`src/qct_pkg.sv`:
```
// ----------------------------------------------------------------------------
// qct_pkg
// Shared types and constants of the quorum commit tracker: item and result
// payloads, the slot entry layout, operation codes and sequencer states.
// ----------------------------------------------------------------------------
package qct_pkg;

    localparam int SLOTS_DEF = 16;

    localparam logic [3:0]  QUORUM_RST  = 4'd2;
    localparam logic [15:0] TIMEOUT_RST = 16'd30000;
    localparam logic [3:0]  ACKS_MAX    = 4'hF;
    localparam logic [15:0] AGE_MAX     = 16'hFFFF;
    localparam logic [31:0] INDEX_MAX   = 32'hFFFF_FFFF;

    typedef enum logic [1:0] {
        MODE_REG  = 2'd0,
        MODE_ACK  = 2'd1,
        MODE_TICK = 2'd2,
        MODE_NOP  = 2'd3
    } t_mode;

    typedef enum logic [1:0] {
        CFG_QUORUM  = 2'd0,
        CFG_TIMEOUT = 2'd1,
        CFG_RSVD2   = 2'd2,
        CFG_RSVD3   = 2'd3
    } t_cfg_reg;

    typedef enum logic [2:0] {
        ST_IDLE,
        ST_MODW,
        ST_REG,
        ST_SCAN,
        ST_PREP,
        ST_ADV,
        ST_FIN
    } t_state;

    typedef struct packed {
        logic [1:0]  mode;
        logic [31:0] entry_index;
        logic [31:0] follower_index;
    } t_item;

    typedef struct packed {
        logic [31:0] commit_index;
        logic        commit_advanced;
    } t_result;

    typedef struct packed {
        logic [31:0] entry_index;
        logic [3:0]  acks;
        logic        committed;
        logic [15:0] age;
    } t_entry;

    typedef struct packed {
        logic [3:0]  quorum;
        logic [15:0] timeout;
    } t_alu_cfg;

endpackage

```
`src/quorum_commit_tracker.sv`:
```
// ----------------------------------------------------------------------------
// quorum_commit_tracker
// Tracks in-flight log entries in a direct-mapped slot table and maintains
// the quorum commit index.
// ----------------------------------------------------------------------------
// An item is taken when i_start is high and o_busy is low; its single result
// appears on o_result for exactly one cycle with o_res_strobe, the cycle after
// the item's last sequencer step, and must be captured then. A no-operation
// item goes straight to that last step. A registration waits for the slot
// index unit and then writes the new entry. A tick walks every slot through
// the slot RAM, one slot per cycle. An acknowledgement walks every slot once
// to count acks, then walks the commit chain one slot per cycle until it
// breaks or every slot has been visited; it skips the chain walk when the
// commit index is already at its maximum. The slot table lives in one RAM
// port pair with valid bits in flip-flops, so there is no clearing pass after
// reset. Configuration writes are always taken and must be issued only while
// the block is idle.
// ----------------------------------------------------------------------------
module quorum_commit_tracker #(
    parameter int SLOTS = qct_pkg::SLOTS_DEF
) (
    input  logic              i_clk,
    input  logic              i_rst_n,
    input  logic              i_start,
    output logic              o_busy,
    input  qct_pkg::t_item    i_item,
    output logic              o_res_strobe,
    output qct_pkg::t_result  o_result,
    input  logic              i_cfg_valid,
    output logic              o_cfg_ready,
    input  logic [1:0]        i_cfg_index,
    input  logic [15:0]       i_cfg_data
);

    import qct_pkg::*;

    localparam int          SW      = $clog2(SLOTS);
    localparam logic [SW:0] SLOTS_C = (SW + 1)'(SLOTS);
    localparam logic [SW-1:0] LAST_SLOT = SW'(SLOTS - 1);

    t_state         r_state;
    t_state         n_state;
    t_mode          r_mode;
    logic [31:0]    r_lidx;
    logic [31:0]    r_midx;
    logic [31:0]    r_commit;
    logic [31:0]    r_old;
    logic [3:0]     r_quorum;
    logic [15:0]    r_timeout;
    logic [SLOTS-1:0] r_valid;
    logic [SLOTS-1:0] r_free;
    logic [SW:0]    r_cnt;
    logic           r_pend;
    logic [SW-1:0]  r_pslot;
    logic [SW-1:0]  r_aslot;
    logic           r_strobe;
    logic           r_adv;

    logic           accept;
    logic           mod_start;
    logic [31:0]    mod_value;
    logic           mod_done;
    logic [SW-1:0]  mod_slot;

    logic           ram_we;
    logic [SW-1:0]  ram_waddr;
    t_entry         ram_wdata;
    logic           ram_re;
    logic [SW-1:0]  ram_raddr;
    t_entry         ram_rdata;

    t_alu_cfg       alu_cfg;
    t_entry         alu_entry;
    logic           alu_free;
    logic           alu_chain;
    logic           chain_ok;
    logic [31:0]    commit_inc;

    assign accept     = i_start && (r_state == ST_IDLE);
    assign commit_inc = r_commit + 32'd1;
    assign chain_ok   = r_pend && alu_chain && (r_commit != INDEX_MAX);

    // The slot of commit_index + 1 is worked out while the ack scan runs.
    assign mod_start = accept && ((i_item.mode == MODE_REG) || (i_item.mode == MODE_ACK));
    assign mod_value = (i_item.mode == MODE_REG) ? i_item.entry_index : commit_inc;

    qct_mod #(
        .SLOTS (SLOTS)
    ) u_mod (
        .i_clk   (i_clk),
        .i_rst_n (i_rst_n),
        .i_start (mod_start),
        .i_value (mod_value),
        .o_done  (mod_done),
        .o_slot  (mod_slot)
    );

    qct_ram #(
        .WIDTH ($bits(t_entry)),
        .DEPTH (SLOTS)
    ) u_ram (
        .i_clk   (i_clk),
        .i_we    (ram_we),
        .i_waddr (ram_waddr),
        .i_wdata (ram_wdata),
        .i_re    (ram_re),
        .i_raddr (ram_raddr),
        .o_rdata (ram_rdata)
    );

    assign alu_cfg.quorum  = r_quorum;
    assign alu_cfg.timeout = r_timeout;

    qct_slot_alu u_alu (
        .i_entry  (ram_rdata),
        .i_valid  (r_valid[r_pslot]),
        .i_ack    (r_mode == MODE_ACK),
        .i_match  (r_midx),
        .i_expect (commit_inc),
        .i_cfg    (alu_cfg),
        .o_entry  (alu_entry),
        .o_free   (alu_free),
        .o_chain  (alu_chain)
    );

    // Next state.
    always_comb begin
        n_state = r_state;
        case (r_state)
            ST_IDLE: begin
                if (accept) begin
                    case (t_mode'(i_item.mode))
                        MODE_REG:  n_state = ST_MODW;
                        MODE_ACK:  n_state = ST_SCAN;
                        MODE_TICK: n_state = ST_SCAN;
                        default:   n_state = ST_FIN;
                    endcase
                end
            end
            ST_MODW: begin
                if (mod_done) begin
                    n_state = ST_REG;
                end
            end
            ST_REG: n_state = ST_FIN;
            ST_SCAN: begin
                if ((r_cnt == SLOTS_C) && !r_pend) begin
                    n_state = (r_mode == MODE_ACK) ? ST_PREP : ST_FIN;
                end
            end
            ST_PREP: begin
                if (mod_done) begin
                    n_state = (r_commit == INDEX_MAX) ? ST_FIN : ST_ADV;
                end
            end
            ST_ADV: begin
                if (r_pend && !chain_ok) begin
                    n_state = ST_FIN;
                end else if ((r_cnt == SLOTS_C) && !r_pend) begin
                    n_state = ST_FIN;
                end
            end
            ST_FIN:  n_state = ST_IDLE;
            default: n_state = ST_IDLE;
        endcase
    end

    // RAM port control.
    always_comb begin
        ram_re    = 1'b0;
        ram_raddr = r_cnt[SW-1:0];
        ram_we    = 1'b0;
        ram_waddr = r_pslot;
        ram_wdata = alu_entry;
        case (r_state)
            ST_SCAN: begin
                ram_re = (r_cnt < SLOTS_C);
                ram_we = r_pend;
            end
            ST_ADV: begin
                ram_re    = (r_cnt < SLOTS_C);
                ram_raddr = r_aslot;
            end
            ST_REG: begin
                ram_we                = 1'b1;
                ram_waddr             = mod_slot;
                ram_wdata.entry_index = r_lidx;
                ram_wdata.acks        = 4'd1;
                ram_wdata.committed   = 1'b0;
                ram_wdata.age         = '0;
            end
            default: begin
                ram_re = 1'b0;
            end
        endcase
    end

    always_ff @(posedge i_clk) begin
        if (!i_rst_n) begin
            r_state   <= ST_IDLE;
            r_commit  <= '0;
            r_quorum  <= QUORUM_RST;
            r_timeout <= TIMEOUT_RST;
            r_valid   <= '0;
            r_free    <= '0;
            r_cnt     <= '0;
            r_pend    <= 1'b0;
            r_strobe  <= 1'b0;
        end else begin
            r_state  <= n_state;
            r_strobe <= 1'b0;

            if (i_cfg_valid) begin
                case (t_cfg_reg'(i_cfg_index))
                    CFG_QUORUM:  r_quorum  <= i_cfg_data[3:0];
                    CFG_TIMEOUT: r_timeout <= i_cfg_data;
                    default:     r_quorum  <= r_quorum;
                endcase
            end

            if (accept) begin
                r_free <= '0;
                r_cnt  <= '0;
                r_pend <= 1'b0;
            end

            if ((r_state == ST_SCAN) || (r_state == ST_ADV)) begin
                if (ram_re) begin
                    r_cnt <= r_cnt + (SW + 1)'(1);
                end
                r_pend <= ram_re;
            end

            if ((r_state == ST_SCAN) && r_pend && (r_mode == MODE_ACK)) begin
                r_free[r_pslot] <= alu_free;
            end

            if (r_state == ST_PREP) begin
                r_cnt  <= '0;
                r_pend <= 1'b0;
            end

            if ((r_state == ST_ADV) && chain_ok) begin
                r_commit <= commit_inc;
            end

            if (r_state == ST_REG) begin
                r_valid[mod_slot] <= (r_quorum > 4'd1);
                if ((r_quorum <= 4'd1) && (r_lidx > r_commit)) begin
                    r_commit <= r_lidx;
                end
            end

            if (r_state == ST_FIN) begin
                r_strobe <= 1'b1;
                if (r_mode == MODE_ACK) begin
                    r_valid <= r_valid & ~r_free;
                end
            end
        end
    end

    always_ff @(posedge i_clk) begin
        if (accept) begin
            r_mode <= t_mode'(i_item.mode);
            r_lidx <= i_item.entry_index;
            r_midx <= i_item.follower_index;
            r_old  <= r_commit;
        end
        if ((r_state == ST_SCAN) || (r_state == ST_ADV)) begin
            if (ram_re) begin
                r_pslot <= ram_raddr;
            end
        end
        if (r_state == ST_PREP) begin
            r_aslot <= mod_slot;
        end else if ((r_state == ST_ADV) && ram_re) begin
            r_aslot <= (r_aslot == LAST_SLOT) ? '0 : r_aslot + SW'(1);
        end
        if (r_state == ST_FIN) begin
            r_adv <= (r_commit > r_old);
        end
    end

    assign o_busy                   = (r_state != ST_IDLE);
    assign o_res_strobe             = r_strobe;
    assign o_result.commit_index    = r_commit;
    assign o_result.commit_advanced = r_adv;
    assign o_cfg_ready              = 1'b1;

    // A result strobe is never followed directly by another.
    a_strobe_single: assert property (@(posedge i_clk) disable iff (!i_rst_n)
        o_res_strobe |=> !o_res_strobe)
        else $error("result strobe held for more than one cycle");

    // The commit index never moves down.
    a_commit_mono: assert property (@(posedge i_clk) disable iff (!i_rst_n)
        r_commit >= $past(r_commit))
        else $error("commit index decreased");

    // An accepted item keeps the block busy on the next cycle.
    a_accept_busy: assert property (@(posedge i_clk) disable iff (!i_rst_n)
        (i_start && !o_busy) |=> o_busy)
        else $error("block not busy after taking an item");

    // An advance can only report a nonzero commit index.
    a_adv_nonzero: assert property (@(posedge i_clk) disable iff (!i_rst_n)
        (o_res_strobe && o_result.commit_advanced) |-> (o_result.commit_index != 32'd0))
        else $error("advance reported with zero commit index");

endmodule

```
`src/qct_ram.sv`:
```
// ----------------------------------------------------------------------------
// qct_ram
// Generic simple dual-port RAM: one write port, one read port, registered
// read data.
// ----------------------------------------------------------------------------
module qct_ram #(
    parameter int WIDTH = 8,
    parameter int DEPTH = 16
) (
    input  logic                     i_clk,
    input  logic                     i_we,
    input  logic [$clog2(DEPTH)-1:0] i_waddr,
    input  logic [WIDTH-1:0]         i_wdata,
    input  logic                     i_re,
    input  logic [$clog2(DEPTH)-1:0] i_raddr,
    output logic [WIDTH-1:0]         o_rdata
);

    logic [WIDTH-1:0] r_mem [DEPTH];
    logic [WIDTH-1:0] r_rdata;

    always_ff @(posedge i_clk) begin
        if (i_we) begin
            r_mem[i_waddr] <= i_wdata;
        end
        if (i_re) begin
            r_rdata <= r_mem[i_raddr];
        end
    end

    assign o_rdata = r_rdata;

endmodule

```
`src/qct_mod.sv`:
```
// ----------------------------------------------------------------------------
// qct_mod
// Slot index unit: reduces a 32-bit log index modulo the slot count. A power
// of two count keeps the low index bits; any other count uses a reciprocal
// multiplication, a multiply-back subtraction, then one compare and subtract.
// ----------------------------------------------------------------------------
module qct_mod #(
    parameter int SLOTS = qct_pkg::SLOTS_DEF
) (
    input  logic                     i_clk,
    input  logic                     i_rst_n,
    input  logic                     i_start,
    input  logic [31:0]              i_value,
    output logic                     o_done,
    output logic [$clog2(SLOTS)-1:0] o_slot
);

    import qct_pkg::*;

    localparam int SW = $clog2(SLOTS);

    generate
        if ((SLOTS & (SLOTS - 1)) == 0) begin : g_pow2
            logic          r_done;
            logic [SW-1:0] r_slot;

            always_ff @(posedge i_clk) begin
                if (!i_rst_n) begin
                    r_done <= 1'b0;
                end else if (i_start) begin
                    r_done <= 1'b1;
                end
            end

            always_ff @(posedge i_clk) begin
                if (i_start) begin
                    r_slot <= i_value[SW-1:0];
                end
            end

            assign o_done = r_done;
            assign o_slot = r_slot;
        end else begin : g_recip
            // The reciprocal is rounded down, so the quotient estimate is at
            // most one low and the partial remainder stays below twice SLOTS.
            localparam int          SHIFT   = 31 + SW;
            localparam logic [63:0] RECIP_W = (64'd1 << SHIFT) / 64'(SLOTS);
            localparam logic [31:0] RECIP   = RECIP_W[31:0];
            localparam logic [31:0] SLOTS_W = 32'(SLOTS);
            localparam logic [SW:0] SLOTS_C = (SW + 1)'(SLOTS);

            logic [2:0]    r_step;
            logic          r_done;
            logic [31:0]   r_val;
            logic [31:0]   r_quo;
            logic [SW:0]   r_part;
            logic [SW-1:0] r_rem;
            logic [63:0]   prod;
            logic [31:0]   back;

            assign prod = 64'(r_val) * 64'(RECIP);
            assign back = r_quo * SLOTS_W;

            always_ff @(posedge i_clk) begin
                if (!i_rst_n) begin
                    r_step <= '0;
                    r_done <= 1'b0;
                end else if (i_start) begin
                    r_step <= 3'b001;
                    r_done <= 1'b0;
                end else begin
                    r_step <= {r_step[1:0], 1'b0};
                    if (r_step[2]) begin
                        r_done <= 1'b1;
                    end
                end
            end

            always_ff @(posedge i_clk) begin
                if (i_start) begin
                    r_val <= i_value;
                end
                if (r_step[0]) begin
                    r_quo <= 32'(prod >> SHIFT);
                end
                if (r_step[1]) begin
                    r_part <= (SW + 1)'(r_val - back);
                end
                if (r_step[2]) begin
                    if (r_part >= SLOTS_C) begin
                        r_rem <= SW'(r_part - SLOTS_C);
                    end else begin
                        r_rem <= r_part[SW-1:0];
                    end
                end
            end

            assign o_done = r_done;
            assign o_slot = r_rem;
        end
    endgenerate

endmodule

```
`src/qct_slot_alu.sv`:
```
// ----------------------------------------------------------------------------
// qct_slot_alu
// Shared slot update unit: applies an acknowledgement or a tick to one slot
// entry, decides whether the slot is to be freed, and checks whether the slot
// continues the commit chain.
// ----------------------------------------------------------------------------
module qct_slot_alu (
    input  qct_pkg::t_entry   i_entry,
    input  logic              i_valid,
    input  logic              i_ack,
    input  logic [31:0]       i_match,
    input  logic [31:0]       i_expect,
    input  qct_pkg::t_alu_cfg i_cfg,
    output qct_pkg::t_entry   o_entry,
    output logic              o_free,
    output logic              o_chain
);

    import qct_pkg::*;

    logic [3:0] acks_inc;

    assign acks_inc = (i_entry.acks < ACKS_MAX) ? i_entry.acks + 4'd1 : i_entry.acks;

    always_comb begin
        o_entry = i_entry;
        if (i_ack) begin
            if (i_valid && !i_entry.committed && (i_entry.entry_index <= i_match)) begin
                o_entry.acks = acks_inc;
                if (acks_inc >= i_cfg.quorum) begin
                    o_entry.committed = 1'b1;
                end
            end
        end else if (i_valid && (i_entry.age != AGE_MAX)) begin
            o_entry.age = i_entry.age + 16'd1;
        end
    end

    assign o_free  = i_valid && (o_entry.committed || (i_entry.age > i_cfg.timeout));
    assign o_chain = i_valid && i_entry.committed && (i_entry.entry_index == i_expect);

endmodule

```
`config.mk`:
```
export PLATFORM = sky130hd
export DESIGN_NAME = quorum_commit_tracker
export DESIGN_NICKNAME = d
export VERILOG_FILES = /design/src/qct_pkg.sv /design/src/quorum_commit_tracker.sv /design/src/qct_ram.sv /design/src/qct_mod.sv /design/src/qct_slot_alu.sv
export SDC_FILE = /design/constraint.sdc
export NUM_CORES = 2
export LEC_CHECK = 0
export BUFFER_PORTS_ARGS = -buffer_cell sky130_fd_sc_hd__buf_2
export CAP_MARGIN = 20
export CORE_AREA = 2 2 384 386
export CTS_BUF_LIST = sky130_fd_sc_hd__clkbuf_2
export CTS_CLUSTER_SIZE = 16
export DETAILED_ROUTE_END_ITERATION = 8
export DIE_AREA = 0 0 386 388
export SLEW_MARGIN = 40
export SYNTH_ARGS = -nofsm -noshare
export SYNTH_HDL_FRONTEND = slang
export SYNTH_SLANG_ARGS = --single-unit
```
`constraint.sdc`:
```
create_clock -name i_clk -period 4.2 [get_ports i_clk]
set_input_delay 0.84 -clock i_clk [delete_from_list [all_inputs] [get_ports i_clk]]
set_output_delay 0.84 -clock i_clk [all_outputs]
set_load 0.02 [all_outputs]
```
# ---- Yosys cells after proc, flatten, opt, wreduce, memory -nomap -nowiden
# Memories as Yosys holds them, arrays and structs flattened. A register that Yosys moved wholly into a read port is not among the register bits.
# Index checks and enable logic that the tools add are counted.
# Widths: inputs -> output; s select.
dict set report word_totals {
  reg_bits 206
  ram_bits 848
  input_bits 88
  output_inout_bits 36
  wordCells 149
  memories 1
}
dict set report classes {
  addsub 5
  order_cmp 13
  eq_ne 21
  muxes 50
  bitwise_logic 3
  reduce_logical 38
}
# memory depth word_bits rd rd_clocked_by_memory_dff write_ports line_no
set mem_list {}
lappend mem_list {u_ram.r_mem 16 53 1 1 1 qct_ram.sv:19} ;# logic [WIDTH-1:0] r_mem [DEPTH];
# op count
set ops {}
lappend ops {{$mux 16} 8}
lappend ops {{$mux 32} 3}
lappend ops {{$gt 32x32->1} 2}
lappend ops {{$mux 53} 1}
lappend ops {{$add 32x1->32 const B} 1}
lappend ops {{$bwmux 16} 2}
lappend ops {{$eq 32x32->1} 1}
lappend ops {{$eq 32x32->1 const B} 1}
lappend ops {{$le 32x32->1} 1}
lappend ops {{$ne 32x32->1 const B} 1}
lappend ops {{$mux 4} 7}
lappend ops {{$mux 5} 5}
lappend ops {{$logic_and 1x1->1} 19}
lappend ops {{$mux 3} 6}
lappend ops {{$pmux 3 s6} 1}
lappend ops {{$add 16x1->16 const B} 1}
lappend ops {{$and 16x16->16} 1}
lappend ops {{$gt 16x16->1} 1}
lappend ops {{$ne 16x16->1 const B} 1}
lappend ops {{$not 16->16} 1}
lappend ops {{$lt 4x5->1 const B} 2}
lappend ops {{$mux 1} 10}
lappend ops {{$eq 3x3->1 const B} 3}
lappend ops {{$add 4x1->4 const B} 2}
lappend ops {{31 further kinds} 49}

# ---- Depth between registers and ports, before layout
dict set report logic_depth {
  depth_word 10
  depth_mapped 13
  depth_no_buf 11
}

# ---- Modules after synthesis
# From an unflattened synthesis, not the netlist that was laid out.
dict set report unflattened {
  hier_cells 2849
  area_unflattened_um2 47360.4
}
# module instances cells_per_inst area_per_inst_um2 seq_area_each_um2
set by_module_without_submodules {}
lappend by_module_without_submodules {qct_ram 1 1370 33339.5 27055.9}
lappend by_module_without_submodules {quorum_commit_tracker 1 1141 11441.0 5094.9}
lappend by_module_without_submodules {qct_slot_alu 1 332 2432.3 0.0}
lappend by_module_without_submodules {qct_mod 1 6 147.6 140.1}

# ---- Worst setup path before layout
# Ideal clock, no wire load.
dict set report synth_timing {
  kind {register to register}
  startpoint {register r_state[0]}
  endpoint {register r_cnt[2]}
  setup_ns 0.140
  arrival_time_ns 4.474
  required_ns 4.060
  path_slack_ns -0.414
  stages_incl_launch_ff 7
  path_buffers 1
  period_less_slack_ns 4.614
  path_cell_list {dfxtp_1 > clkbuf_1 > nand2b_1 > a21oi_1 > nor2_1 > a21oi_1 > a211oi_1}
}
dict set report synth_between {
  elab_chain_cells 5
  elab_cells_between_ends 12
  cone_classes {3 x eq/ne; 4 x mux; 5 x reduce/logical}
}
# element line_no
set synth_rtl {}
lappend synth_rtl {{start, declared} quorum_commit_tracker.sv:41} ;# t_state r_state;
lappend synth_rtl {{start signal, assigned} quorum_commit_tracker.sv:210} ;# r_state <= n_state;
lappend synth_rtl {{$eq 3x2->1 or $eq 3x3->1 (tied branches)} quorum_commit_tracker.sv:175} ;# case (r_state)
lappend synth_rtl {{$reduce_or 2->1 (no source line) (*)} --}
lappend synth_rtl {{$mux 1 (*)} --}
lappend synth_rtl {{net ram_re} quorum_commit_tracker.sv:68} ;# logic ram_re;
lappend synth_rtl {{$mux 5 (*)} quorum_commit_tracker.sv:228} ;# if (ram_re) begin
lappend synth_rtl {{$mux 5 (*)} quorum_commit_tracker.sv:227} ;# if ((r_state == ST_SCAN) || (r_state == ST_ADV)) begin
lappend synth_rtl {{end signal, assigned} quorum_commit_tracker.sv:229} ;# r_cnt <= r_cnt + (SW + 1)'(1);
lappend synth_rtl {{end, declared} quorum_commit_tracker.sv:52} ;# logic [SW:0] r_cnt;
# The timed path passes the listed nets; every way through them passes the cells marked *.
# A chain may end at the register's enable or synchronous reset.

# ---- Worst setup path after layout
dict set report layout_timing {
  startpoint {register r_commit[30]}
  endpoint {register r_commit[5]}
}
dict set report layout_between {
  elab_chain_cells 9
  elab_cells_between_ends 12
  cone_classes {1 x add/sub; 1 x order compare; 2 x eq/ne; 3 x mux; 5 x reduce/logical}
}
# element line_no
set layout_rtl {}
lappend layout_rtl {{start, declared} quorum_commit_tracker.sv:46} ;# logic [31:0] r_commit;
lappend layout_rtl {{start signal, assigned} quorum_commit_tracker.sv:244} ;# r_commit <= commit_inc;
lappend layout_rtl {{start signal, assigned} quorum_commit_tracker.sv:250} ;# r_commit <= r_lidx;
lappend layout_rtl {{$add 32x1->32} quorum_commit_tracker.sv:80} ;# assign commit_inc = r_commit + 32'd1;
lappend layout_rtl {{$eq 32x32->1} qct_slot_alu.sv:40} ;# assign o_chain = i_valid && i_entry.committed && (i_entry.entry_index == i_expect);
lappend layout_rtl {{$logic_and 1x1->1} qct_slot_alu.sv:40}
lappend layout_rtl {{$logic_and 1x1->1 (2 in a row)} quorum_commit_tracker.sv:81} ;# assign chain_ok = r_pend && alu_chain && (r_commit != INDEX_MAX);
lappend layout_rtl {{$logic_and 1x1->1} quorum_commit_tracker.sv:243} ;# if ((r_state == ST_ADV) && chain_ok) begin
lappend layout_rtl {{$mux 32} quorum_commit_tracker.sv:243}
lappend layout_rtl {{$mux 32} quorum_commit_tracker.sv:249} ;# if ((r_quorum <= 4'd1) && (r_lidx > r_commit)) begin
lappend layout_rtl {{$mux 32 (*)} quorum_commit_tracker.sv:247} ;# if (r_state == ST_REG) begin
# Every way passes the cells marked *; elsewhere a longest branch is shown, timed or not.

==> results.md <==
- Status: finished, final reports clean
- Sequential cell area: about 0.032 sq mm
- Syn Std Cell Area: 0.0477 sq mm
- Critical path peak fanout: 47
- Hold WC Path Type: input pin to flop
- Critical Path AT: between 5 and 6 ns
- Hold WS: 0.141 ns
- Worst Tran Pin Value: 1.10 ns
- IO Port Bufs: ~120
- GR Overflow Total: 0
- Cell variety after synth: between 70 and 80
- Core area: approximately 0.15 sq mm
- Worst EP required: between 5 and 6 ns
- EDFF count, synth: 1012
- DR iter-0 viols: about 3200
- Vias/cell: between 5 and 6
- Post-synth top cells: nand2_1 (1066), edfxtp_1 (1012), nand3_1 (475)
- Syn_nets: 4252
- Pre-antenna DRT Iters: 5
- Sequential area share after synthesis: 0.676
- Final setup viols: 0
- Critical path's slowest cell: nor4_1
- WS Path Type: flop to flop
- Leakage: 20.5 nW
- Initial antenna violation count: 7
- Nets: about 4800
- Routability Congestion: ~0.9
- Final min period: roughly 3.8 ns
- Fillcell total: about 14000
- Synth area leaders: edfxtp_1 (64%), nand2_1 (8.4%), nand3_1 (5.0%)
- Critical-path cell list: inv_1, ha_1, nand4_1, nor4_1, nand2_1, or3_1, o2111ai_4, buf_4, nor2_1, a311oi_1
- Synth Area per Inst: about 12 sq um
- Crit. End Element: flop
- Number of global-route vias before repair: 34100
- Syn. warnings: 0
- Worst-Skew Late Latency: around 1.6 ns
- Vias: about 35000
- Cts bufs inserted: 302
- Buffers & Inverters on Critical Path: 2
- Post-DP HPWL: about 80000 microns
- Die Footprint: 0.150 sq mm
- Global-route wire length before repair: 207000 microns
- RSZ-0062 raised after global routing: no
- Pwr/cell area: between 500 and 600 mW/mm^2
- Max-slew violations: 0
- # resized after CTS: 0
- DP Cell Count: between 5000 and 6000
- Largest net degree at the start of global routing: 89
- Fin. Hold Viols: 0
- Area grow syn2layout: 17.2%
- CTS max path bufs: 4
- Overall power: between 0.02 and 0.03 W
- Multi-input gate area: 0.0143 sq mm
- Clk slew on worst S/H paths: ~0.1 ns
- Fmax: around 260 MHz
- CP delay by family, top: simple AND/OR/NAND/NOR gates
- I/O pin cnt: around 120
- CP Launch Type: flop
- Routed len/inst: slightly above 20 microns
- Skew final: approximately 0.18 ns
- Crit path largest cell delay: between 0.7 and 0.8 ns
- DRC viols: 0
- Max H-tree Level: 5
- Gr usage total: 0.181
- Antenna viol nets, final: 0
- Initial Util: 0.329
- Die height: 388 microns
- Post-synth top area cell: edfxtp_1
- Site row count: between 100 and 150
- Clock Sinks: 1107
- Routed WL: between 100000 and 150000 microns
- MaxCap Viol Count: 0
- Post-route non-filler standard cell count: ~6700
- Peak supply drop: around 250 uV
- Hold buffer count at cts: a little under 200
- FFs w/ async S/R, synth: 0
- Post-CTS Setup Bufs: 0
- Period utilisation layout: 0.910
- Die X: slightly below 400 microns
- TritonCTS clock tree: done
- Relative slew slack: 0.264
- Root Driver: clkbuf_2
- Most used DFF post-synth: edfxtp_1
- Layout cells sized above 1: 0.159
- Syn Inst Count: ~4000
- Synth Register Bits: approximately 1100
- Area share of the largest cell type after synthesis: 0.636
- Count leader, synth: nand2_1
area by class of cell:
| type | count | share of cell area |
|---|---|---|
| Timing Repair Buffer | 450 | 0.0729 |
| Antenna cell | 7 | 0.000313 |
| Sequential cell | 1107 | 0.577 |
| Inverter | 134 | 0.00926 |
| Multi-Input combinational cell | 2563 | 0.255 |
| Tap cell | 1917 | 0.0429 |
| Clock inverter | 56 | 0.00434 |
| Clock buffer | 422 | 0.0377 |
cell families after synthesis:
kind of cell | count (synthesis) | synth area share
other | 1 | 0.0000785
buffers and inverters | 372 | 0.0298
DFF | 1107 | 0.676
muxes | 26 | 0.00660
xor gates and xnor gates | 79 | 0.0145
AOI/OAI and AO/OA | 452 | 0.0667
adders and majority gates | 122 | 0.0320
and+or+nand+nor | 1883 | 0.174
worst reg2reg max path: cells and delay by family (launching register included):
kind / cells / cell delay, ns
buffers and inverters: 2 / 0.66
adders and majority gates: 1 / 0.33
and+or+nand+nor: 5 / 1.75
DFF: 1 / 0.55
AOI/OAI and AO/OA: 2 / 0.37
power breakdown:
group | total [W] | internal [W] | switching (W)
Clock | 0.00705 | 0.00271 | 0.00434
Sequential | 0.0145 | 0.0140 | 0.000477
Combinational | 0.00660 | 0.00193 | 0.00468
flip-flops by register name, summed over array words and instances (netlist names), 2 cells and up:
name	flops
r_pslot	4
u_ram.r_mem	848
r_timeout	16
r_mode	2
r_old	32
u_ram.o_rdata	53
r_valid	16
r_cnt	5
r_midx	32
r_free	16
r_lidx	32
r_quorum	4
r_state	3
r_commit	32
r_aslot	4
u_mod.o_slot	4
path summary, 6_finish.rpt:
check / startpoint / end / slack [ns] / cells after the start
max reg2reg: r_commit[30]$_SDFF_PN0_ / r_commit[5]$_SDFF_PN0_ / 0.38 / 10
min reg2reg: r_free[9]$_SDFF_PN0_ / r_free[9]$_SDFF_PN0_ / 0.49 / 2
max: r_commit[30]$_SDFF_PN0_ / r_commit[5]$_SDFF_PN0_ / 0.38 / 10
min: i_cfg_data[14] / r_timeout[14]$_SDFFE_PN1P_ / 0.14 / 4
placed cells by master (no fill, tap or decap), drive strengths merged, types with 11 or more instances in the layout:
cell type | netlist | layout
a211oi | 13 | 13
a21o | 41 | 41
a21oi | 66 | 66
a22oi | 34 | 34
a311oi | 112 | 112
a31oi | 57 | 57
and3 | 68 | 68
and4 | 15 | 15
buf | 25 | 251
clkbuf | 213 | 422
clkinv | 1 | 44
dfxtp | 95 | 95
dlygate4sd3 | 0 | 199
edfxtp | 1012 | 1012
ha | 122 | 122
inv | 133 | 145
mux2i | 18 | 18
nand2 | 1067 | 1067
nand3 | 477 | 477
nand4 | 48 | 48
nor2 | 119 | 119
nor2b | 14 | 14
nor3 | 14 | 14
nor4 | 11 | 11
o211ai | 17 | 17
o21a | 12 | 12
o21ai | 54 | 54
o22ai | 17 | 17
or3 | 16 | 16
xnor2 | 62 | 62
xor2 | 17 | 17
metrics by stage:
stage          setup TNS [ns]  instance area (sq um)  worst slack [ns]   util
2_1_floorplan          -0.894                  47700           -0.0148      -
3_3_place_gp                0                  51500             0.482  0.355
3_5_place_dp                0                  51600             0.399  0.355
4_1_cts                     0                  55900             0.316  0.385
5_1_grt                     0                  55900             0.151  0.385
6_report                    0                  55900             0.378  0.385
layer usage:
layer	up-vias	wire [microns]	share of wire	global-route usage
met5	-	0	0	0
met4	0	3790	0.027	0.0691
met3	267	10000	0.073	0.0331
met2	1417	63400	0.46	0.283
met1	17100	60800	0.44	0.249
li1	15900	-	-	-
No activity file was read; power rests on OpenSTA's default activity.
